`src/hdl/pctd_pkg.sv`:
```
// pctd_pkg: shared constants, node word layout and the command and status
// structs between the controller and the datapath of the code tree decoder.
// depends on nothing
package pctd_pkg;

  localparam int NODE_COUNT   = 512;
  localparam int MAX_CODE_LEN = 32;
  localparam int NODE_W       = $clog2(NODE_COUNT);
  localparam int CNT_W        = $clog2(NODE_COUNT + 1);
  localparam int CODE_W       = 32;
  localparam int IDX_W        = $clog2(CODE_W);
  localparam int LEN_W        = 6;
  localparam int SYM_W        = 16;
  localparam int LEN_LIMIT    = (MAX_CODE_LEN < CODE_W) ? MAX_CODE_LEN : CODE_W;

  // action codes
  localparam logic [1:0] ACT_INSERT = 2'd0;
  localparam logic [1:0] ACT_DECODE = 2'd1;
  localparam logic [1:0] ACT_CLEAR  = 2'd2;

  // status codes
  localparam logic [1:0] ST_OK      = 2'd0;
  localparam logic [1:0] ST_FULL    = 2'd1;
  localparam logic [1:0] ST_MISSING = 2'd2;
  localparam logic [1:0] ST_EMPTY   = 2'd3;

  typedef struct packed {
    logic              leaf;
    logic [SYM_W-1:0]  sym;
    logic [1:0]        present;
    logic [NODE_W-1:0] right;
    logic [NODE_W-1:0] left;
  } node_t;

  typedef struct packed {
    logic load_item;
    logic clear;
    logic ins_start;
    logic ins_alloc;
    logic ins_follow;
    logic ins_load;
    logic ins_leaf;
    logic ins_full;
    logic dec_empty;
    logic dec_fetch;
    logic dec_load;
    logic dec_missing;
    logic dec_follow;
    logic dec_leaf;
    logic dec_step;
  } cmd_t;

  typedef struct packed {
    logic empty;
    logic full;
    logic at_root;
    logic cur_valid;
    logic walk_done;
    logic ins_present;
    logic dec_present;
    logic leaf;
    logic out_busy;
  } sts_t;

endpackage

```
`src/hdl/pctd_ctrl.sv`:
```
// pctd_ctrl: sequencer for insert walks, decode steps and clear
// depends on pctd_pkg
module pctd_ctrl (
  input  logic           clk,
  input  logic           rst,
  input  logic           in_valid,
  output logic           in_ready,
  input  logic [1:0]     action,
  input  pctd_pkg::sts_t sts,
  output pctd_pkg::cmd_t cmd
);

  typedef enum logic [5:0] {
    S_IDLE      = 6'b000001,
    S_INS_STEP  = 6'b000010,
    S_INS_RD    = 6'b000100,
    S_DEC_CHECK = 6'b001000,
    S_DEC_LOAD  = 6'b010000,
    S_DEC_WAIT  = 6'b100000
  } state_t;

  state_t state;
  state_t state_next;

  always_comb begin
    cmd        = '0;
    state_next = state;
    in_ready   = 1'b0;
    unique case (state)
      S_IDLE: begin
        in_ready = 1'b1;
        if (in_valid) begin
          cmd.load_item = 1'b1;
          unique case (action)
            pctd_pkg::ACT_INSERT: begin
              cmd.ins_start = 1'b1;
              state_next    = S_INS_STEP;
            end
            pctd_pkg::ACT_DECODE: state_next = S_DEC_CHECK;
            pctd_pkg::ACT_CLEAR:  cmd.clear = 1'b1;
            default: ;
          endcase
        end
      end
      S_INS_STEP: begin
        priority if (sts.walk_done) begin
          cmd.ins_leaf = 1'b1;
          state_next   = S_IDLE;
        end else if (sts.ins_present) begin
          cmd.ins_follow = 1'b1;
          state_next     = S_INS_RD;
        end else if (sts.full) begin
          if (!sts.out_busy) begin
            cmd.ins_full = 1'b1;
            state_next   = S_IDLE;
          end
        end else begin
          cmd.ins_alloc = 1'b1;
        end
      end
      S_INS_RD: begin
        cmd.ins_load = 1'b1;
        state_next   = S_INS_STEP;
      end
      S_DEC_CHECK: begin
        priority if (sts.empty) begin
          if (!sts.out_busy) begin
            cmd.dec_empty = 1'b1;
            state_next    = S_IDLE;
          end
        end else if (!sts.at_root && !sts.cur_valid) begin
          cmd.dec_fetch = 1'b1;
          state_next    = S_DEC_LOAD;
        end else if (!sts.dec_present) begin
          if (!sts.out_busy) begin
            cmd.dec_missing = 1'b1;
            state_next      = S_IDLE;
          end
        end else begin
          cmd.dec_follow = 1'b1;
          state_next     = S_DEC_WAIT;
        end
      end
      S_DEC_LOAD: begin
        cmd.dec_load = 1'b1;
        state_next   = S_DEC_CHECK;
      end
      S_DEC_WAIT: begin
        if (sts.leaf) begin
          if (!sts.out_busy) begin
            cmd.dec_leaf = 1'b1;
            state_next   = S_IDLE;
          end
        end else begin
          cmd.dec_step = 1'b1;
          state_next   = S_IDLE;
        end
      end
      default: state_next = S_IDLE;
    endcase
  end

  always_ff @(posedge clk) begin
    if (rst) begin
      state <= S_IDLE;
    end else begin
      state <= state_next;
    end
  end

  a_emit_free: assert property (@(posedge clk) disable iff (rst)
    (cmd.ins_full || cmd.dec_empty || cmd.dec_missing || cmd.dec_leaf) |-> !sts.out_busy)
    else $error("result produced while the output word is still held");

  a_ins_read: assert property (@(posedge clk) disable iff (rst)
    cmd.ins_follow |=> (state == S_INS_RD))
    else $error("insert read not followed by its load");

  // entered only from a child read, then held while the output word waits
  a_dec_read: assert property (@(posedge clk) disable iff (rst)
    (state == S_DEC_WAIT) |->
      ($past(cmd.dec_follow) || $past(state == S_DEC_WAIT)))
    else $error("decode leaf check without a child read");

endmodule

```
`config.mk`:
```
export PLATFORM = sky130hd
export DESIGN_NAME = pctd_ctrl
export DESIGN_NICKNAME = d
export VERILOG_FILES = /design/src/hdl/pctd_pkg.sv /design/src/hdl/pctd_ctrl.sv
export SDC_FILE = /design/constraint.sdc
export NUM_CORES = 1
export LEC_CHECK = 0
export BUFFER_PORTS_ARGS = -buffer_cell sky130_fd_sc_hd__buf_2
export CAP_MARGIN = 15
export CORE_MARGIN = 3
export CORE_UTILIZATION = 40
export DETAILED_ROUTE_END_ITERATION = 8
export HOLD_SLACK_MARGIN = 0.03
export MAX_ROUTING_LAYER = met4
export PLACE_DENSITY = 0.68
export RECOVER_POWER = 100
export SLEW_MARGIN = 20
export SYNTH_ARGS = -nofsm -noshare
export SYNTH_HDL_FRONTEND = slang
export SYNTH_SLANG_ARGS = --single-unit
export TNS_END_PERCENT = 1
```
`constraint.sdc`:
```
create_clock -name clk -period 2.3 [get_ports clk]
set_clock_uncertainty 0.1 [all_clocks]
set_input_delay 0.575 -clock clk [delete_from_list [all_inputs] [get_ports clk]]
set_output_delay 0.575 -clock clk [all_outputs]
set_load 0.02 [all_outputs]
```
# == Word level (Yosys, flattened, before mapping) ==
# Index checks and enable logic that the tools add are counted.
# Widths: inputs -> output; s select.
# totals
wordCells,58
inputBits,14
output_inout_bits,16
register_bits,6
# op_classes
n_reduce_logical,5
n_eq_ne,11
n_mux,41
# op_table
op,n
$mux 6,9
$pmux 6 s6,1
$mux 1,20
$mux 2,8
$pmux 6 s2,1
$eq 6x1->1 const B,1
$eq 6x2->1 const B,1
$eq 6x3->1 const B,1
$eq 6x4->1 const B,1
$eq 6x5->1 const B,1
$eq 6x6->1 const B,1
$mux 3,2
$ne 4x4->1 const B,1
$ne 3x1->1 const B,1
$reduce_and 3->1,1
$eq 2x1->1 const B,1
$eq 2x2->1 const B,1
$logic_not 1->1,2
$logic_not 2->1,1
$ne 2x2->1 const B,1
$logic_and 1x1->1,1

# == Logic depth before layout (Yosys ltp) ==
# logic_depth
word_depth,5
depth_mapped,6
ltp_nobuf,5

# == Worst setup path after synthesis ==
# Ideal clock, no wire load.
# synth_path
path_kind,reg2out
from,register state[1]
to,output port cmd[13] in the netlist's numbering
stages_incl_launch_ff,7
path_buffers,1
setup_slack_ns,-0.127
arrival_ns,1.752
required_ns,1.625
cell_sequence,dfxtp_1 buf_6 nor4_1 nand2_1 inv_1 nand2_1 nor3b_1
# synth_rtl
element,line,rtl
from (decl),pctd_ctrl.sv:22,state_t state;
from (signal assigned),pctd_ctrl.sv:107,state <= state_next;
to (decl),pctd_ctrl.sv:10,output pctd_pkg::cmd_t cmd

==> summary.md <==
| Metric | Value |
|---|---|
| DR vias/cell | 5.676 |
| Die X | 46.33 um |
| Antenna violation net count after detailed routing | 0 |
| Layout area overhead | 40.58% |
| Detailed placement HPWL | 1.464 mm |
| Endpoints failing hold | 0 |
| Setup violators final | 2 |
| Synth Area per Inst | 7.478 um2 |
| Status | finished with violations |
| EDFF count, synth | 0 |
| WL per Instance | 13.70 um |
| LEAKAGE | 0.4547 nW |
| Vias in the first global route | 641 |
| Syn. warnings | 0 |
| Worst-path clk slew | 40 ps |
| Drt first pass iters | 5 |
| Fmax | 0.4306 GHz |
| Mapped Area | 650.6 um2 |
| Crit-path max cell delay | 560 ps |
| Initial antenna violation count | 0 |
| Top cell type's share of synthesized area | 18.46% |
| Largest area contributor in the netlist | dfxtp_1 |
| Met3 usage in global routing | 5.859% |
| Via count | 772 |
| Worst hold path type | in2reg |
| Core region area | 1415 um2 |
| Pins Over Slew Limit | 0 |
| Overflow after GRT | 0 |
| Crit path time final | 2322 ps |
| Initial DRC Count | 16 |
| CTS tree | built |
| Least-Margin Pin Slew | 393.7 ps |
| Pwr Density | 604.0 nW/um2 |
| H-tree Lvls | 1 |
| DRC | 0 |
| Syn Nets | 101 |
| RSZ-0062 raised after global routing | true |
| Root buffer cell | clkbuf_4 |
| Std cell rows | 13 |
| Failing checks | setup timing |
| Yosys cell types | 39 |
| Synth Instances | 87 |
| Max reg flops | 6 |
| Reg2reg setup slack | 370 ps |
| RD Place Congestion | 0.8256 |
| # port buffers | 29 |
| First-pass GRT wire length | 2.856 mm |
| Ports | 30 |
| Design Power | 0.5525 mW |
| Met1 usage | 24.71% |
| Crit Path Class | reg2out |
| Register with the most flip-flops | state |
| Ys async rst share | 0% |
| Fin crit share | 101.0% |
| Delay-heaviest family, CP | simple AND/OR/NAND/NOR gates |
| CP max FO | 7 |
| Total track usage | 19.20% |
| Seq/Total Area, Yosys | 18.46% |
| Worst-skew pair later-pin latency | 250 ps |
| GR Util met2 | 30.49% |
| Maximum buffer depth of the clock tree | 2 |
| Worst IR Drop VDD | 411.8 uV |
| Final WL | 1.863 mm |
| Post-CTS setup buffers | 0 |
| Clk sink count | 6 |
| Final net count | 137 |
| CP max stage cell | or4_4 |
| Post-synth top flop | dfxtp_1 |
| Min setup slack post-route | -22.10 ps |
| Crit path buffers/inverters | 1 |
| Largest net degree at the start of global routing | 12 |
| Cts bufs inserted | 3 |
| Worst EP required | 1620 ps |
| Finished Core Util | 64.63% |
| Die ar. | 2146 um2 |
| Flops & latches, synth | 6 |
| Max cap viols | 0 |
| Top Usage Layer GRT | met2 |
| Synth area leaders | dfxtp_1 (18%), nor2b_1 (6.7%), nand2_1 (5.2%), nor3_1 (4.6%), a2111oi_4 (4.2%) |
| Crit end category | primary output |
| CP arrival | 1650 ps |
| Regs by FF count | state: 6 flops |
| DIE HEIGHT | 46.33 um |
| CP startpoint kind | flip-flop |
| Slew margin rel. | 73.59% |
| Layout cells sized above 1 | 43.80% |
| Initial core utilization | 45.98% |
| Crit path cell chain | or4_4 -> nor3b_4 -> and3_1 -> buf_4 |
| # diodes | 0 |
-- metrics by stage --
stage          setup slack, ps  hold slack [ps]  std cells  instance area [um2]  TNS, ps
6_report                -22.10            451.9        136                914.6   -32.30
3_3_place_gp             143.6            484.3        133                837.1        0
2_1_floorplan           -60.49            444.2         87                655.6   -60.49
5_1_grt                 -98.22            455.3        136                914.6   -351.0
3_5_place_dp             123.1            504.2        133                837.1        0
4_1_cts                 -33.58            445.2        136                880.8   -44.17
-- per-layer routing --
metal	part of all wire, %	up-vias
li1	-	395
met1	44	346
met2	46	27
met3	8.2	4
met4	1.6	0
met5	0	-
-- synth_stat cells (2+ instances only) --
cell type,count
and2_1,2
nor3b_1,3
a211oi_1,2
dfxtp_1,6
nor3_1,6
a21oi_1,2
o21ai_0,4
nor4_1,3
nand2_1,9
nor2b_1,7
nand2b_1,2
and3_1,3
nor2_1,4
inv_1,6
o21bai_1,2
a31oi_1,2
o211a_1,2
-- layout by cell type (no fill, tap or decap), types with 3 or more instances in the layout --
cell type | netlist | final
buf_2 | 1 | 27
nand2_1 | 9 | 9
buf_4 | 0 | 7
nor2b_1 | 7 | 6
inv_1 | 6 | 6
nor3_1 | 6 | 6
nor2_1 | 4 | 4
o21ai_0 | 4 | 4
dfxtp_2 | 0 | 4
nor4_2 | 1 | 3
and3_1 | 3 | 3
clkbuf_4 | 0 | 3
-- cells by family (layout without fill, tap and decap cells) --
group	count (synthesis)	count (layout)	share of synthesized area, %
and+or+nand+nor	49	49	45.96
buffers and inverters	9	43	6.537
xor gates and xnor gates	1	1	1.346
AOI/OAI and AO/OA	22	22	27.69
DFF	6	6	18.46
-- repair_timing --
action	CTS	global route
cloned	0	0
endpoints found under the setup margin	5	9
resized for setup	7	7
hold buffers	0	0
-- final cells by class --
cell class                 count  area (um2)
multi-input combinational     72       538.0
inverter                       6       22.52
timing repair buffer          34       187.7
fill                         128       500.5
sequential                     6       125.1
tap                           15       18.77
clock buffer                   3       22.52
-- worst reg2reg max path: stages, from the launching register on --
cell and delay, ps:
dfxtp_1 370, buf_4 180, or4_4 510, a211oi_1 350
o211a_1 220, o31a_1 130
-- final timing paths --
check,to,startpoint,cells past startpoint
hold / removal,state[2]$_SDFFE_PP0P_,rst,2
setup / recovery,cmd[7],state[2]$_SDFFE_PP0P_,4
hold reg to reg,state[3]$_SDFFE_PP0P_,state[3]$_SDFFE_PP0P_,2
setup reg to reg,state[1]$_SDFFE_PP0P_,state[1]$_SDFFE_PP0P_,5
-- report_power, final --
part	internal [mW]	total, mW	switching (mW)
sequential	0.119	0.148	0.0286
combinational	0.143	0.306	0.163
clock	0.0591	0.0984	0.0393
Power figures use the tool's default switching activity.
